**src/i2a_pkg.sv**
```systemverilog
// Shared constants, the conversion-to-output handoff type and the digit lookup.
package i2a_pkg;

   // Field widths of the request
   localparam int VAL_W      = 64;
   localparam int FW_W       = 6;

   // Digit buffer, one 4-bit digit per place, most significant digit at the top
   localparam int MAX_DIGITS = 22;
   localparam int BUF_W      = 4 * MAX_DIGITS;
   localparam int OCT_W      = 3 * MAX_DIGITS;
   localparam int DIG_CNT_W  = $clog2(MAX_DIGITS + 1);
   localparam int BIT_CNT_W  = $clog2(VAL_W);

   // Radix selector codes; the unused code is handled as decimal
   localparam logic [1:0] RADIX_DEC = 2'd0;
   localparam logic [1:0] RADIX_OCT = 2'd1;
   localparam logic [1:0] RADIX_HEX = 2'd2;

   // ASCII characters
   localparam logic [7:0] CH_SPACE = 8'h20;
   localparam logic [7:0] CH_PLUS  = 8'h2B;
   localparam logic [7:0] CH_MINUS = 8'h2D;
   localparam logic [7:0] CH_ZERO  = 8'h30;
   localparam logic [7:0] CH_A_UP  = 8'h41;
   localparam logic [7:0] CH_A_LO  = 8'h61;
   localparam logic [7:0] CH_X_UP  = 8'h58;
   localparam logic [7:0] CH_X_LO  = 8'h78;

   // Converted number plus the layout controls, handed to the output sequencer
   typedef struct packed {
      logic [BUF_W-1:0]     digits;
      logic [DIG_CNT_W-1:0] ndig;
      logic                 upper_hex;
      logic                 has_sign;
      logic [7:0]           sign_char;
      logic [1:0]           npre;
      logic                 left;
      logic                 zero;
      logic [FW_W-1:0]      width;
   } i2a_job_type;

   // One digit to its ASCII character
   function automatic logic [7:0] digit_char(input logic [3:0] d, input logic upper);
      logic [7:0] c;
      if (d < 4'd10) begin
         c = CH_ZERO + {4'b0, d};
      end else if (upper) begin
         c = CH_A_UP + {4'b0, d - 4'd10};
      end else begin
         c = CH_A_LO + {4'b0, d - 4'd10};
      end
      return c;
   endfunction

endpackage

```
**src/i2a_if.sv**
```systemverilog
// Request and response channel interfaces of the integer formatter.
interface i2a_req_if;
   import i2a_pkg::*;
   logic             valid;
   logic             ready;
   logic [VAL_W-1:0] value;
   logic [1:0]       radix_sel;
   logic             signed_mode;
   logic             upper_case;
   logic             flag_left;
   logic             flag_plus;
   logic             flag_space;
   logic             flag_hash;
   logic             flag_zero;
   logic [FW_W-1:0]  field_width;

   modport source (output valid, value, radix_sel, signed_mode, upper_case, flag_left,
                   flag_plus, flag_space, flag_hash, flag_zero, field_width,
                   input ready);
   modport sink (input valid, value, radix_sel, signed_mode, upper_case, flag_left,
                 flag_plus, flag_space, flag_hash, flag_zero, field_width,
                 output ready);
endinterface

interface i2a_rsp_if;
   logic       valid;
   logic       ready;
   logic [7:0] out_char;
   logic       last;

   modport source (output valid, out_char, last, input ready);
   modport sink (input valid, out_char, last, output ready);
endinterface

```
**src/i2a_conv.sv**
```systemverilog
// Digit conversion: bit-serial binary to BCD for decimal, direct slicing for octal and hex.
module i2a_conv (
   input  logic                 clock,
   input  logic                 reset,
   i2a_req_if.sink              req_chan,
   output i2a_pkg::i2a_job_type job,
   output logic                 job_valid,
   input  logic                 job_ready
);
   import i2a_pkg::*;

   typedef enum logic [1:0] {ST_IDLE, ST_DABBLE, ST_SCAN, ST_HOLD} state_type;

   state_type             state_ff, state_in;
   i2a_job_type           job_ff, job_in;
   logic [VAL_W-1:0]      mag_ff, mag_in;
   logic [BIT_CNT_W-1:0]  bit_cnt_ff, bit_cnt_in;

   logic [BUF_W-1:0]      adj;
   logic [BUF_W-1:0]      oct_digits;
   logic [OCT_W-1:0]      oct_src;
   logic [VAL_W-1:0]      neg_value;
   logic                  is_oct, is_hex, is_dec, is_neg, nonneg_signed;

   function automatic logic [3:0] bcd_digit(input int i);
      return job_ff.digits[4*i +: 4];
   endfunction

   // request decode
   assign is_oct        = (req_chan.radix_sel == RADIX_OCT);
   assign is_hex        = (req_chan.radix_sel == RADIX_HEX);
   assign is_dec        = !is_oct && !is_hex;
   assign is_neg        = is_dec && req_chan.signed_mode && req_chan.value[VAL_W-1];
   assign nonneg_signed = is_dec && req_chan.signed_mode && !req_chan.value[VAL_W-1];
   assign neg_value     = ~req_chan.value + VAL_W'(1);
   assign oct_src       = OCT_W'(req_chan.value);

   // add-3 correction on every BCD digit, and octal regrouping into 4-bit digits
   always_comb begin
      for (int i = 0; i < MAX_DIGITS; i++) begin
         adj[4*i +: 4] = (bcd_digit(i) >= 4'd5) ? bcd_digit(i) + 4'd3 : bcd_digit(i);
         oct_digits[4*i +: 4] = {1'b0, oct_src[3*i +: 3]};
      end
   end

   // next state
   always_comb begin
      state_in   = state_ff;
      job_in     = job_ff;
      mag_in     = mag_ff;
      bit_cnt_in = bit_cnt_ff;
      unique case (state_ff)
         ST_IDLE: begin
            if (req_chan.valid) begin
               job_in.ndig      = DIG_CNT_W'(MAX_DIGITS);
               job_in.upper_hex = is_hex && req_chan.upper_case;
               job_in.has_sign  = is_neg || (nonneg_signed &&
                                  (req_chan.flag_plus || req_chan.flag_space));
               job_in.sign_char = is_neg ? CH_MINUS :
                                  (req_chan.flag_plus ? CH_PLUS : CH_SPACE);
               job_in.npre      = 2'd0;
               if (req_chan.flag_hash && (req_chan.value != '0)) begin
                  job_in.npre = is_hex ? 2'd2 : (is_oct ? 2'd1 : 2'd0);
               end
               job_in.left      = req_chan.flag_left;
               job_in.zero      = req_chan.flag_zero;
               job_in.width     = req_chan.field_width;
               mag_in           = is_neg ? neg_value : req_chan.value;
               bit_cnt_in       = BIT_CNT_W'(VAL_W - 1);
               if (is_hex) begin
                  job_in.digits = BUF_W'(req_chan.value);
                  state_in      = ST_SCAN;
               end else if (is_oct) begin
                  job_in.digits = oct_digits;
                  state_in      = ST_SCAN;
               end else begin
                  job_in.digits = '0;
                  state_in      = ST_DABBLE;
               end
            end
         end
         ST_DABBLE: begin
            // one magnitude bit per cycle into the BCD register
            job_in.digits = {adj[BUF_W-2:0], mag_ff[VAL_W-1]};
            mag_in        = {mag_ff[VAL_W-2:0], 1'b0};
            bit_cnt_in    = bit_cnt_ff - BIT_CNT_W'(1);
            if (bit_cnt_ff == '0) begin
               state_in = ST_SCAN;
            end
         end
         ST_SCAN: begin
            // drop leading zero digits, keeping at least one
            if ((job_ff.digits[BUF_W-1 -: 4] == 4'd0) && (job_ff.ndig > DIG_CNT_W'(1))) begin
               job_in.digits = {job_ff.digits[BUF_W-5:0], 4'd0};
               job_in.ndig   = job_ff.ndig - DIG_CNT_W'(1);
            end else begin
               state_in = ST_HOLD;
            end
         end
         ST_HOLD: begin
            if (job_ready) begin
               state_in = ST_IDLE;
            end
         end
         default: state_in = ST_IDLE;
      endcase
   end

   always_ff @(posedge clock) begin
      if (reset) begin
         state_ff <= ST_IDLE;
      end else begin
         state_ff   <= state_in;
         job_ff     <= job_in;
         mag_ff     <= mag_in;
         bit_cnt_ff <= bit_cnt_in;
      end
   end

   assign req_chan.ready = (state_ff == ST_IDLE);
   assign job_valid      = (state_ff == ST_HOLD);
   assign job            = job_ff;

endmodule

```
**src/i2a_emit.sv**
```systemverilog
// Output sequencer: pads, sign, prefix and digits, one character per cycle while the receiver is ready.
module i2a_emit (
   input  logic                 clock,
   input  logic                 reset,
   input  i2a_pkg::i2a_job_type job,
   input  logic                 job_valid,
   output logic                 job_ready,
   i2a_rsp_if.source            rsp_chan
);
   import i2a_pkg::*;

   typedef enum logic [2:0] {
      ST_IDLE, ST_PREP, ST_LPAD, ST_SIGN, ST_PRE, ST_ZPAD, ST_DIGS, ST_RPAD
   } state_type;

   state_type        state_ff, state_in;
   i2a_job_type      job_ff, job_in;
   logic [FW_W-1:0]  pad_ff, pad_in;
   logic [FW_W-1:0]  cnt_ff, cnt_in;

   logic [FW_W-1:0]  len, pad_calc;
   logic             has_lpad, has_zpad, has_rpad, has_pre;
   state_type        after_prep, after_lpad, after_sign, after_pre, after_digs, after_cur;
   logic             fire;
   logic [7:0]       char_x;

   // the characters other than padding decide how much padding there is
   assign len      = FW_W'(job.ndig) + FW_W'(job.npre) + FW_W'(job.has_sign);
   assign pad_calc = (job.width > len) ? job.width - len : '0;

   assign has_lpad = !job_ff.left && !job_ff.zero && (pad_ff != '0);
   assign has_zpad = !job_ff.left && job_ff.zero && (pad_ff != '0);
   assign has_rpad = job_ff.left && (pad_ff != '0);
   assign has_pre  = (job_ff.npre != 2'd0);

   // phase order, skipping empty phases
   assign after_pre  = has_zpad ? ST_ZPAD : ST_DIGS;
   assign after_sign = has_pre ? ST_PRE : after_pre;
   assign after_lpad = job_ff.has_sign ? ST_SIGN : after_sign;
   assign after_prep = has_lpad ? ST_LPAD : after_lpad;
   assign after_digs = has_rpad ? ST_RPAD : ST_IDLE;

   always_comb begin
      unique case (state_ff)
         ST_LPAD: after_cur = after_lpad;
         ST_SIGN: after_cur = after_sign;
         ST_PRE:  after_cur = after_pre;
         ST_ZPAD: after_cur = ST_DIGS;
         ST_DIGS: after_cur = after_digs;
         default: after_cur = ST_IDLE;
      endcase
   end

   // characters a phase emits
   function automatic logic [FW_W-1:0] phase_count(input state_type ph,
                                                   input i2a_job_type j,
                                                   input logic [FW_W-1:0] pad);
      logic [FW_W-1:0] n;
      case (ph)
         ST_LPAD, ST_ZPAD, ST_RPAD: n = pad;
         ST_SIGN:                   n = FW_W'(1);
         ST_PRE:                    n = FW_W'(j.npre);
         ST_DIGS:                   n = FW_W'(j.ndig);
         default:                   n = '0;
      endcase
      return n;
   endfunction

   assign fire = rsp_chan.valid && rsp_chan.ready;

   // next state
   always_comb begin
      state_in = state_ff;
      job_in   = job_ff;
      pad_in   = pad_ff;
      cnt_in   = cnt_ff;
      unique case (state_ff)
         ST_IDLE: begin
            if (job_valid) begin
               job_in   = job;
               pad_in   = pad_calc;
               state_in = ST_PREP;
            end
         end
         ST_PREP: begin
            state_in = after_prep;
            cnt_in   = phase_count(after_prep, job_ff, pad_ff);
         end
         default: begin
            if (fire) begin
               if (state_ff == ST_DIGS) begin
                  job_in.digits = {job_ff.digits[BUF_W-5:0], 4'd0};
               end
               if (cnt_ff > FW_W'(1)) begin
                  cnt_in = cnt_ff - FW_W'(1);
               end else begin
                  state_in = after_cur;
                  cnt_in   = phase_count(after_cur, job_ff, pad_ff);
               end
            end
         end
      endcase
   end

   always_ff @(posedge clock) begin
      if (reset) begin
         state_ff <= ST_IDLE;
      end else begin
         state_ff <= state_in;
         job_ff   <= job_in;
         pad_ff   <= pad_in;
         cnt_ff   <= cnt_in;
      end
   end

   // character select
   assign char_x = job_ff.upper_hex ? CH_X_UP : CH_X_LO;

   always_comb begin
      case (state_ff)
         ST_SIGN: rsp_chan.out_char = job_ff.sign_char;
         ST_PRE:  rsp_chan.out_char = ((cnt_ff == FW_W'(1)) && (job_ff.npre == 2'd2)) ?
                                      char_x : CH_ZERO;
         ST_ZPAD: rsp_chan.out_char = CH_ZERO;
         ST_DIGS: rsp_chan.out_char = digit_char(job_ff.digits[BUF_W-1 -: 4],
                                                 job_ff.upper_hex);
         default: rsp_chan.out_char = CH_SPACE;
      endcase
   end

   assign rsp_chan.valid = (state_ff != ST_IDLE) && (state_ff != ST_PREP);
   assign rsp_chan.last  = (cnt_ff == FW_W'(1)) &&
                           (((state_ff == ST_DIGS) && !has_rpad) || (state_ff == ST_RPAD));
   assign job_ready      = (state_ff == ST_IDLE);

endmodule

```
**src/integer_to_ascii_formatter.sv**
```systemverilog
// Top level of the printf-style integer to ASCII formatter.
// Each request carries a 64-bit value with radix, sign and printf flags and comes back as
// a stream of ASCII characters, one per response, with last on the final one. Conversion
// accepts the request, then for decimal runs a bit-serial binary to BCD conversion (octal
// and hex skip this), then strips leading zero digits (at most 21 digits dropped), then
// hands the job over. Output passes a setup state and then sends one character per cycle
// while the receiver is ready, between 1 and 63 characters. Conversion of the next
// request overlaps output of the current one, so the bit-serial BCD loop and the
// character output sequencer set how often requests can be taken.
module integer_to_ascii_formatter (
   input logic        clock,
   input logic        reset,
   i2a_req_if.sink    req_chan,
   i2a_rsp_if.source  rsp_chan
);
   import i2a_pkg::*;

   i2a_job_type job;
   logic        job_valid;
   logic        job_ready;

   // digit conversion
   i2a_conv u_conv (
      .clock     (clock),
      .reset     (reset),
      .req_chan  (req_chan),
      .job       (job),
      .job_valid (job_valid),
      .job_ready (job_ready)
   );

   // character output
   i2a_emit u_emit (
      .clock     (clock),
      .reset     (reset),
      .job       (job),
      .job_valid (job_valid),
      .job_ready (job_ready),
      .rsp_chan  (rsp_chan)
   );

   // the final character of a request is followed by an idle cycle
   assert property (@(posedge clock) disable iff (reset)
      rsp_chan.valid && rsp_chan.ready && rsp_chan.last |=> !rsp_chan.valid)
      else $error("response valid right after last character");

   // handed-over digit count is within the buffer
   assert property (@(posedge clock) disable iff (reset)
      job_valid |-> (job.ndig != '0) && (job.ndig <= DIG_CNT_W'(MAX_DIGITS)))
      else $error("digit count out of range at handoff");

   // converter is busy after taking a request
   assert property (@(posedge clock) disable iff (reset)
      req_chan.valid && req_chan.ready |=> !req_chan.ready)
      else $error("converter ready again right after a request");

   // a waiting handoff holds its contents
   assert property (@(posedge clock) disable iff (reset)
      job_valid && !job_ready |=> job_valid && $stable(job))
      else $error("handoff changed while waiting");

endmodule
```
**src/flat_wrapper.sv**
```systemverilog
// flat-port wrapper written by rule: the top's interface ports become plain ports
module integer_to_ascii_formatter_flat import i2a_pkg::*;
  (clock, reset, req_chan_valid, req_chan_value, req_chan_radix_sel, req_chan_signed_mode, req_chan_upper_case, req_chan_flag_left, req_chan_flag_plus, req_chan_flag_space, req_chan_flag_hash, req_chan_flag_zero, req_chan_field_width, req_chan_ready, rsp_chan_valid, rsp_chan_out_char, rsp_chan_last, rsp_chan_ready);
  i2a_req_if req_chan_i ();
  i2a_rsp_if rsp_chan_i ();
  input logic clock;
  input logic reset;
  input wire logic [$bits(req_chan_i.valid)-1:0] req_chan_valid;
  input wire logic [$bits(req_chan_i.value)-1:0] req_chan_value;
  input wire logic [$bits(req_chan_i.radix_sel)-1:0] req_chan_radix_sel;
  input wire logic [$bits(req_chan_i.signed_mode)-1:0] req_chan_signed_mode;
  input wire logic [$bits(req_chan_i.upper_case)-1:0] req_chan_upper_case;
  input wire logic [$bits(req_chan_i.flag_left)-1:0] req_chan_flag_left;
  input wire logic [$bits(req_chan_i.flag_plus)-1:0] req_chan_flag_plus;
  input wire logic [$bits(req_chan_i.flag_space)-1:0] req_chan_flag_space;
  input wire logic [$bits(req_chan_i.flag_hash)-1:0] req_chan_flag_hash;
  input wire logic [$bits(req_chan_i.flag_zero)-1:0] req_chan_flag_zero;
  input wire logic [$bits(req_chan_i.field_width)-1:0] req_chan_field_width;
  output wire logic [$bits(req_chan_i.ready)-1:0] req_chan_ready;
  output wire logic [$bits(rsp_chan_i.valid)-1:0] rsp_chan_valid;
  output wire logic [$bits(rsp_chan_i.out_char)-1:0] rsp_chan_out_char;
  output wire logic [$bits(rsp_chan_i.last)-1:0] rsp_chan_last;
  input wire logic [$bits(rsp_chan_i.ready)-1:0] rsp_chan_ready;
  assign req_chan_i.valid = req_chan_valid;
  assign req_chan_i.value = req_chan_value;
  assign req_chan_i.radix_sel = req_chan_radix_sel;
  assign req_chan_i.signed_mode = req_chan_signed_mode;
  assign req_chan_i.upper_case = req_chan_upper_case;
  assign req_chan_i.flag_left = req_chan_flag_left;
  assign req_chan_i.flag_plus = req_chan_flag_plus;
  assign req_chan_i.flag_space = req_chan_flag_space;
  assign req_chan_i.flag_hash = req_chan_flag_hash;
  assign req_chan_i.flag_zero = req_chan_flag_zero;
  assign req_chan_i.field_width = req_chan_field_width;
  assign req_chan_ready = req_chan_i.ready;
  assign rsp_chan_valid = rsp_chan_i.valid;
  assign rsp_chan_out_char = rsp_chan_i.out_char;
  assign rsp_chan_last = rsp_chan_i.last;
  assign rsp_chan_i.ready = rsp_chan_ready;
  integer_to_ascii_formatter u_core (.clock(clock), .reset(reset), .req_chan(req_chan_i), .rsp_chan(rsp_chan_i));
endmodule
```
**config.mk**
```make
export PLATFORM = sky130hd
export DESIGN_NAME = integer_to_ascii_formatter_flat
export DESIGN_NICKNAME = d
export VERILOG_FILES = /design/src/i2a_pkg.sv /design/src/i2a_if.sv /design/src/i2a_conv.sv /design/src/i2a_emit.sv /design/src/integer_to_ascii_formatter.sv /design/src/flat_wrapper.sv
export SDC_FILE = /design/constraint.sdc
export NUM_CORES = 1
export LEC_CHECK = 0
export BUFFER_PORTS_ARGS = -buffer_cell sky130_fd_sc_hd__buf_4
export CELL_PAD_IN_SITES_DETAIL_PLACEMENT = 1
export CELL_PAD_IN_SITES_GLOBAL_PLACEMENT = 2
export CORE_ASPECT_RATIO = 0.9
export CORE_MARGIN = 8
export CORE_UTILIZATION = 42
export CTS_BUF_LIST = sky130_fd_sc_hd__clkbuf_4 sky130_fd_sc_hd__clkbuf_8
export CTS_CLUSTER_DIAMETER = 100
export CTS_CLUSTER_SIZE = 20
export DETAILED_ROUTE_END_ITERATION = 10
export GPL_TIMING_DRIVEN = 0
export PLACE_DENSITY = 0.86
export SLEW_MARGIN = 20
export SYNTH_ARGS = -nofsm -noshare
export SYNTH_HDL_FRONTEND = slang
export SYNTH_SLANG_ARGS = --single-unit
```
**constraint.sdc**
```tcl
create_clock -name clock -period 24.2 [get_ports clock]
set_input_delay 3.63 -clock clock [delete_from_list [all_inputs] [get_ports clock]]
set_output_delay 3.63 -clock clock [all_outputs]
set_load 0.01 [all_outputs]
```
Word level (Yosys, flattened, before mapping)
Cells that the tools add are included.
{"block": "op_classes", "add_sub_neg": 33, "n_mul": 0, "div": 0, "magnitude_cmp": 26, "n_eq_ne": 34, "n_shift": 0, "muxes": 69, "bitwise": 5, "n_reduce_logical": 54}
{"operator": "$pmux W88 S3", "n": 1}
{"operator": "$mux W113", "n": 2}
{"operator": "$mux W88", "n": 2}
{"operator": "$pmux W88 S2", "n": 1}
{"operator": "$mux W85", "n": 2}
{"operator": "$mux W64", "n": 2}
{"operator": "$pmux W64 S2", "n": 1}
{"operator": "$mux W93", "n": 1}
{"operator": "$mux W4", "n": 23}
{"operator": "$ge A4 B3 Y1 const B", "n": 22}
{"operator": "$add A4 B2 Y4 const B", "n": 21}
{"operator": "$add A64 B1 Y64 const B", "n": 1}
{"operator": "$not A64 Y64", "n": 1}
{"operator": "$reduce_bool A64 Y1", "n": 1}
{"operator": "$pmux W6 S4", "n": 2}
{"operator": "$eq A3 B3 Y1 const B", "n": 12}
{"operator": "$pmux W8 S4", "n": 1}
{"operator": "$mux W6", "n": 4}
{"operator": "$pmux W6 S2", "n": 2}
{"operator": "$mux W3", "n": 7}
{"operator": "$mux W2", "n": 10}
{"operator": "$eq A3 B2 Y1 const B", "n": 6}
{"operator": "$logic_and A1 B1 Y1", "n": 18}
{"operator": "$add A7 B4 Y8 const A", "n": 2}
{"operator": "41 further kinds", "n": 76}
{"block": "word_totals", "register_bits": 313, "latchBits": 0, "ramBits": 0, "rom_bits": 0, "in_bits": 83, "out_inout_bits": 11, "mem_count": 0}

Depth between registers and ports, before layout
{"block": "depth", "ltp_word": 13, "ltp_mapped": 11, "ltp_nobuf": 11}

Hierarchy
From an unflattened synthesis, not the netlist that was laid out.
{"block": "hier_totals", "cells_unflattened": 1902, "hier_area_um2": 18361.4}
{"mod": "i2a_conv", "instances": 1, "cells_each": 1268, "area_each_um2": 12121.6, "seq_area_each_um2": 5385.2}
{"mod": "i2a_emit", "instances": 1, "cells_each": 634, "area_each_um2": 6239.7, "seq_area_each_um2": 3633.5}

Worst setup path after synthesis
Ideal clock, no wire load.
{"block": "synth_path", "path_kind": "input port to flip-flop", "startpoint": "input req_chan_valid", "endpoint": "register u_core.u_conv.job_ff (netlist bit u_core.u_conv.job[100]), enable pin", "setup_time_ns": 1.005, "arrival_time_ns": 17.347, "setup_slack_ns": 5.848, "cell_stages": 2, "n_path_buf": 0, "path_cell_list": "nor2b_1 -> a2111oi_0"}
{"block": "synth_between", "elab_chain_cells": 2}
{"item": "from (decl)", "line": "flat_wrapper.sv:8", "source": "input wire logic [$bits(req_chan_i.valid)-1:0] req_chan_valid;"}
{"item": "$ne A2 B2 Y1 (no line)"}
{"item": "$reduce_and A4 Y1 (no line)"}
{"item": "to (signal assigned)", "line": "i2a_conv.sv:114", "source": "job_ff <= job_in;"}
{"item": "to (decl)", "line": "i2a_conv.sv:15", "source": "i2a_job_type job_ff, job_in;"}
Every way passes these cells.
A chain may end at the register's enable or synchronous reset.

==> results.sh <==
export IMPL_startpoint_type="primary input"
export IMPL_synth_area_top_cells="edfxtp_1 50%, nand2_1 5.7%, o21ai_0 4.9%"
export IMPL_maxCapViolCount=0
export IMPL_dp_cells=2443
export IMPL_post_route_period_util_pct=25.9
export IMPL_port_buffers=82
export IMPL_cts_repair_resized=0
export IMPL_power_density_nw_per_um2=97.7
export IMPL_drt_iter0_drc=1621
export IMPL_grt_pass1_vias=15517
export IMPL_yosysSeqAreaShare_pct=50.4
export IMPL_ys_types=74
export IMPL_drv_slew=0
export IMPL_grt_start_max_net_pins=26
export IMPL_synth_area_per_cell_um2=9.87
export IMPL_fin_nets=2070
export IMPL_worst_setup_path_end_kind="register"
export IMPL_dpl_cell_area_um2=19200
export IMPL_setup_viol_count_final=0
export IMPL_overflow=0
export IMPL_drc_errors=0
export IMPL_num_vias=14925
export IMPL_ys_ff_latch=297
export IMPL_numCtsBuffers=18
export IMPL_die_area_um2=48700
export IMPL_period_minus_slack_ns=6.26
export IMPL_power_mw=1.91
export IMPL_grt_usage_pct=23.9
export IMPL_cts_sinks=297
export IMPL_grt_pass1_wl_mm=91.4
export IMPL_fin_util_pct=46.9
export IMPL_routed_wl_mm=59.8
export IMPL_synth_cells=1782
export IMPL_clock_skew_ns=0.0223
export IMPL_rows=71
export IMPL_ctsLongestPathBuffers=3
export IMPL_r2r_slack_ns=20.18
export IMPL_postLayoutSetupSlackWorst_ns=17.94
export IMPL_drive_above_1_share_pct=9.56
export IMPL_cts_setup_buffers=0
export IMPL_start_util_pct=42.3
export IMPL_final_hold_viol_count=0
export IMPL_hp_class="reg -> reg"
export IMPL_clkLatencyLatePin_ns=0.60
export IMPL_cts_tree="built"
export IMPL_firstDrtPassIters=6
export IMPL_gp_congestion=0.899
export IMPL_coreArea_um2=41600
export IMPL_wl_per_cell_um=24.2
export IMPL_crit_required_ns=24.64
export IMPL_async_flop_share_pct=0
export IMPL_clkTransAtPathRegs_ns=0.13
export IMPL_critical_path_arrival_ns=6.71
export IMPL_synth_nets=1936
export IMPL_die_width_um=232
export IMPL_syn_area_um2=17600
export IMPL_worst_slew_pin_slew_ns=1.08
export IMPL_synth_top_cell_by_area="edfxtp_1"
export IMPL_synth_edf_count=292
export IMPL_status="finished, final reports clean"
export IMPL_final_cell_mix="292 x edfxtp_1, 266 x nand2_1, 171 x o21ai_0"
export IMPL_ys_flop_type="edfxtp_1"
export IMPL_fp_dieH_um=210
export IMPL_htree_levels=1
export IMPL_synth_top_area_share_pct=49.9
export IMPL_stdcell_area_um2=19500
export IMPL_fin_tns_setup_ns=0
export IMPL_hold_buffers=0
export IMPL_hold_slack_ns=0.437
export IMPL_max_freq_ghz=0.160
export IMPL_ir_worst_vdd_v=0.0000520
export IMPL_n_antenna_cell=0
export IMPL_area_growth_synth_to_final_pct=10.9
export IMPL_stdcell_count=2471
export IMPL_yosys_warnings=0
export IMPL_viasPerCell=6.04
export IMPL_dp_hpwl_mm=44.5
export IMPL_final_common_cell="edfxtp_1"
export IMPL_antenna_found_initial=1
export IMPL_drtAntennaViolNets=0
export IMPL_cts_root_buf="clkbuf_8"
export IMPL_rsz0062_at_grt="false"
export IMPL_ioPinCount=94
export IMPL_total_leakage_power_nw=7.01
export IMPL_place_ws_ns=17.50
export IMPL_crit_fanout=10
export IMPL_worst_setup_path_type="in -> reg"
export IMPL_relSlewSlack_pct=27.8
synthesized netlist by cell type (14+ instances only):
master,number
ha_1,68
nor4_1,15
inv_1,78
xnor2_1,64
clkbuf_1,94
nor3b_1,33
a21oi_1,122
o21ai_0,171
nand3_1,99
a222oi_1,31
o31ai_1,17
nor3_1,31
mux2_2,14
a22oi_1,44
a31oi_1,15
nand2_1,266
nand2b_1,35
edfxtp_1,292
xor2_1,46
nor2_1,99
layer usage:
metal	vias to the layer above	track usage (%)	wire length [µm]
met1	7480	31.5	25800
li1	6780	-	-
met3	118	4.03	4260
met2	545	40.3	27900
met4	2	6.68	1830
met5	-	0	13
path summary, 6_finish.rpt:
check | from | cells past startpoint | end
worst min register to register | u_core.u_conv.job[19]$_DFFE_PP_ | 0 | u_core.u_emit.job_ff[19]$_DFFE_PP_
worst max register to register | u_core.u_conv.state_ff[1]$_SDFFE_PP0P_ | 11 | u_core.u_emit.job_ff[59]$_DFFE_PP_
worst min-delay path | u_core.u_conv.job[19]$_DFFE_PP_ | 0 | u_core.u_emit.job_ff[19]$_DFFE_PP_
worst max-delay path | req_chan_radix_sel[0] | 11 | u_core.u_conv.job[87]$_DFFE_PP_
logic make-up (layout without fill, tap and decap cells):
| logic type | after synthesis | count (layout) | synth area share (%) |
|---|---|---|---|
| XOR/XNOR | 110 | 110 | 5.48 |
| multiplexers | 16 | 16 | 1.01 |
| other | 1 | 1 | 0.0213 |
| AO/OA/AOI/OAI | 452 | 452 | 15.9 |
| adder cells (fa/ha/maj) | 71 | 71 | 5.18 |
| AND/OR/NAND/NOR | 650 | 650 | 17.8 |
| buffers and inverters | 185 | 327 | 4.11 |
| flip-flops | 297 | 297 | 50.4 |
final cells by class:
cell class	count	area [µm²]
well taps	547	684
flip-flops and latches	297	8870
repair buffers	114	885
fillers	4729	22100
multi-input cells	1300	8020
plain buffers	106	427
clock buffers	27	322
inverters	79	297
clock inverters	1	3.75
critical path, stage by stage:
cell and delay (ns):
buf_4 0.09, inv_1 0.04, ha_1 0.18, clkbuf_1 0.30
nor2b_1 0.19, clkbuf_1 0.41, nor2b_1 0.22, clkbuf_1 0.66
clkbuf_1 0.61, a222oi_1 0.23, o21ai_0 0.13
report_power, final:
part | total (mW) | internal, mW | switching (mW) | leakage [nW]
logic | 0.795 | 0.274 | 0.521 | 4.06
clock network | 0.257 | 0.0857 | 0.171 | 0.175
registers | 0.853 | 0.743 | 0.110 | 2.78
total | 1.91 | 1.10 | 0.802 | 7.01
sequential cells by signal (all words and copies together), names as in the netlist:
| signal | cells |
|---|---|
| u_core.u_emit.job_ff | 102 |
| u_core.u_conv.bit_cnt_ff | 6 |
| u_core.u_emit.state_ff | 3 |
| u_core.u_conv.mag_ff | 64 |
| u_core.u_emit.cnt_ff | 6 |
| u_core.u_conv.job | 108 |
| u_core.u_emit.pad_ff | 6 |
| u_core.u_conv.state_ff | 2 |
(Power assumes the default switching activity.)
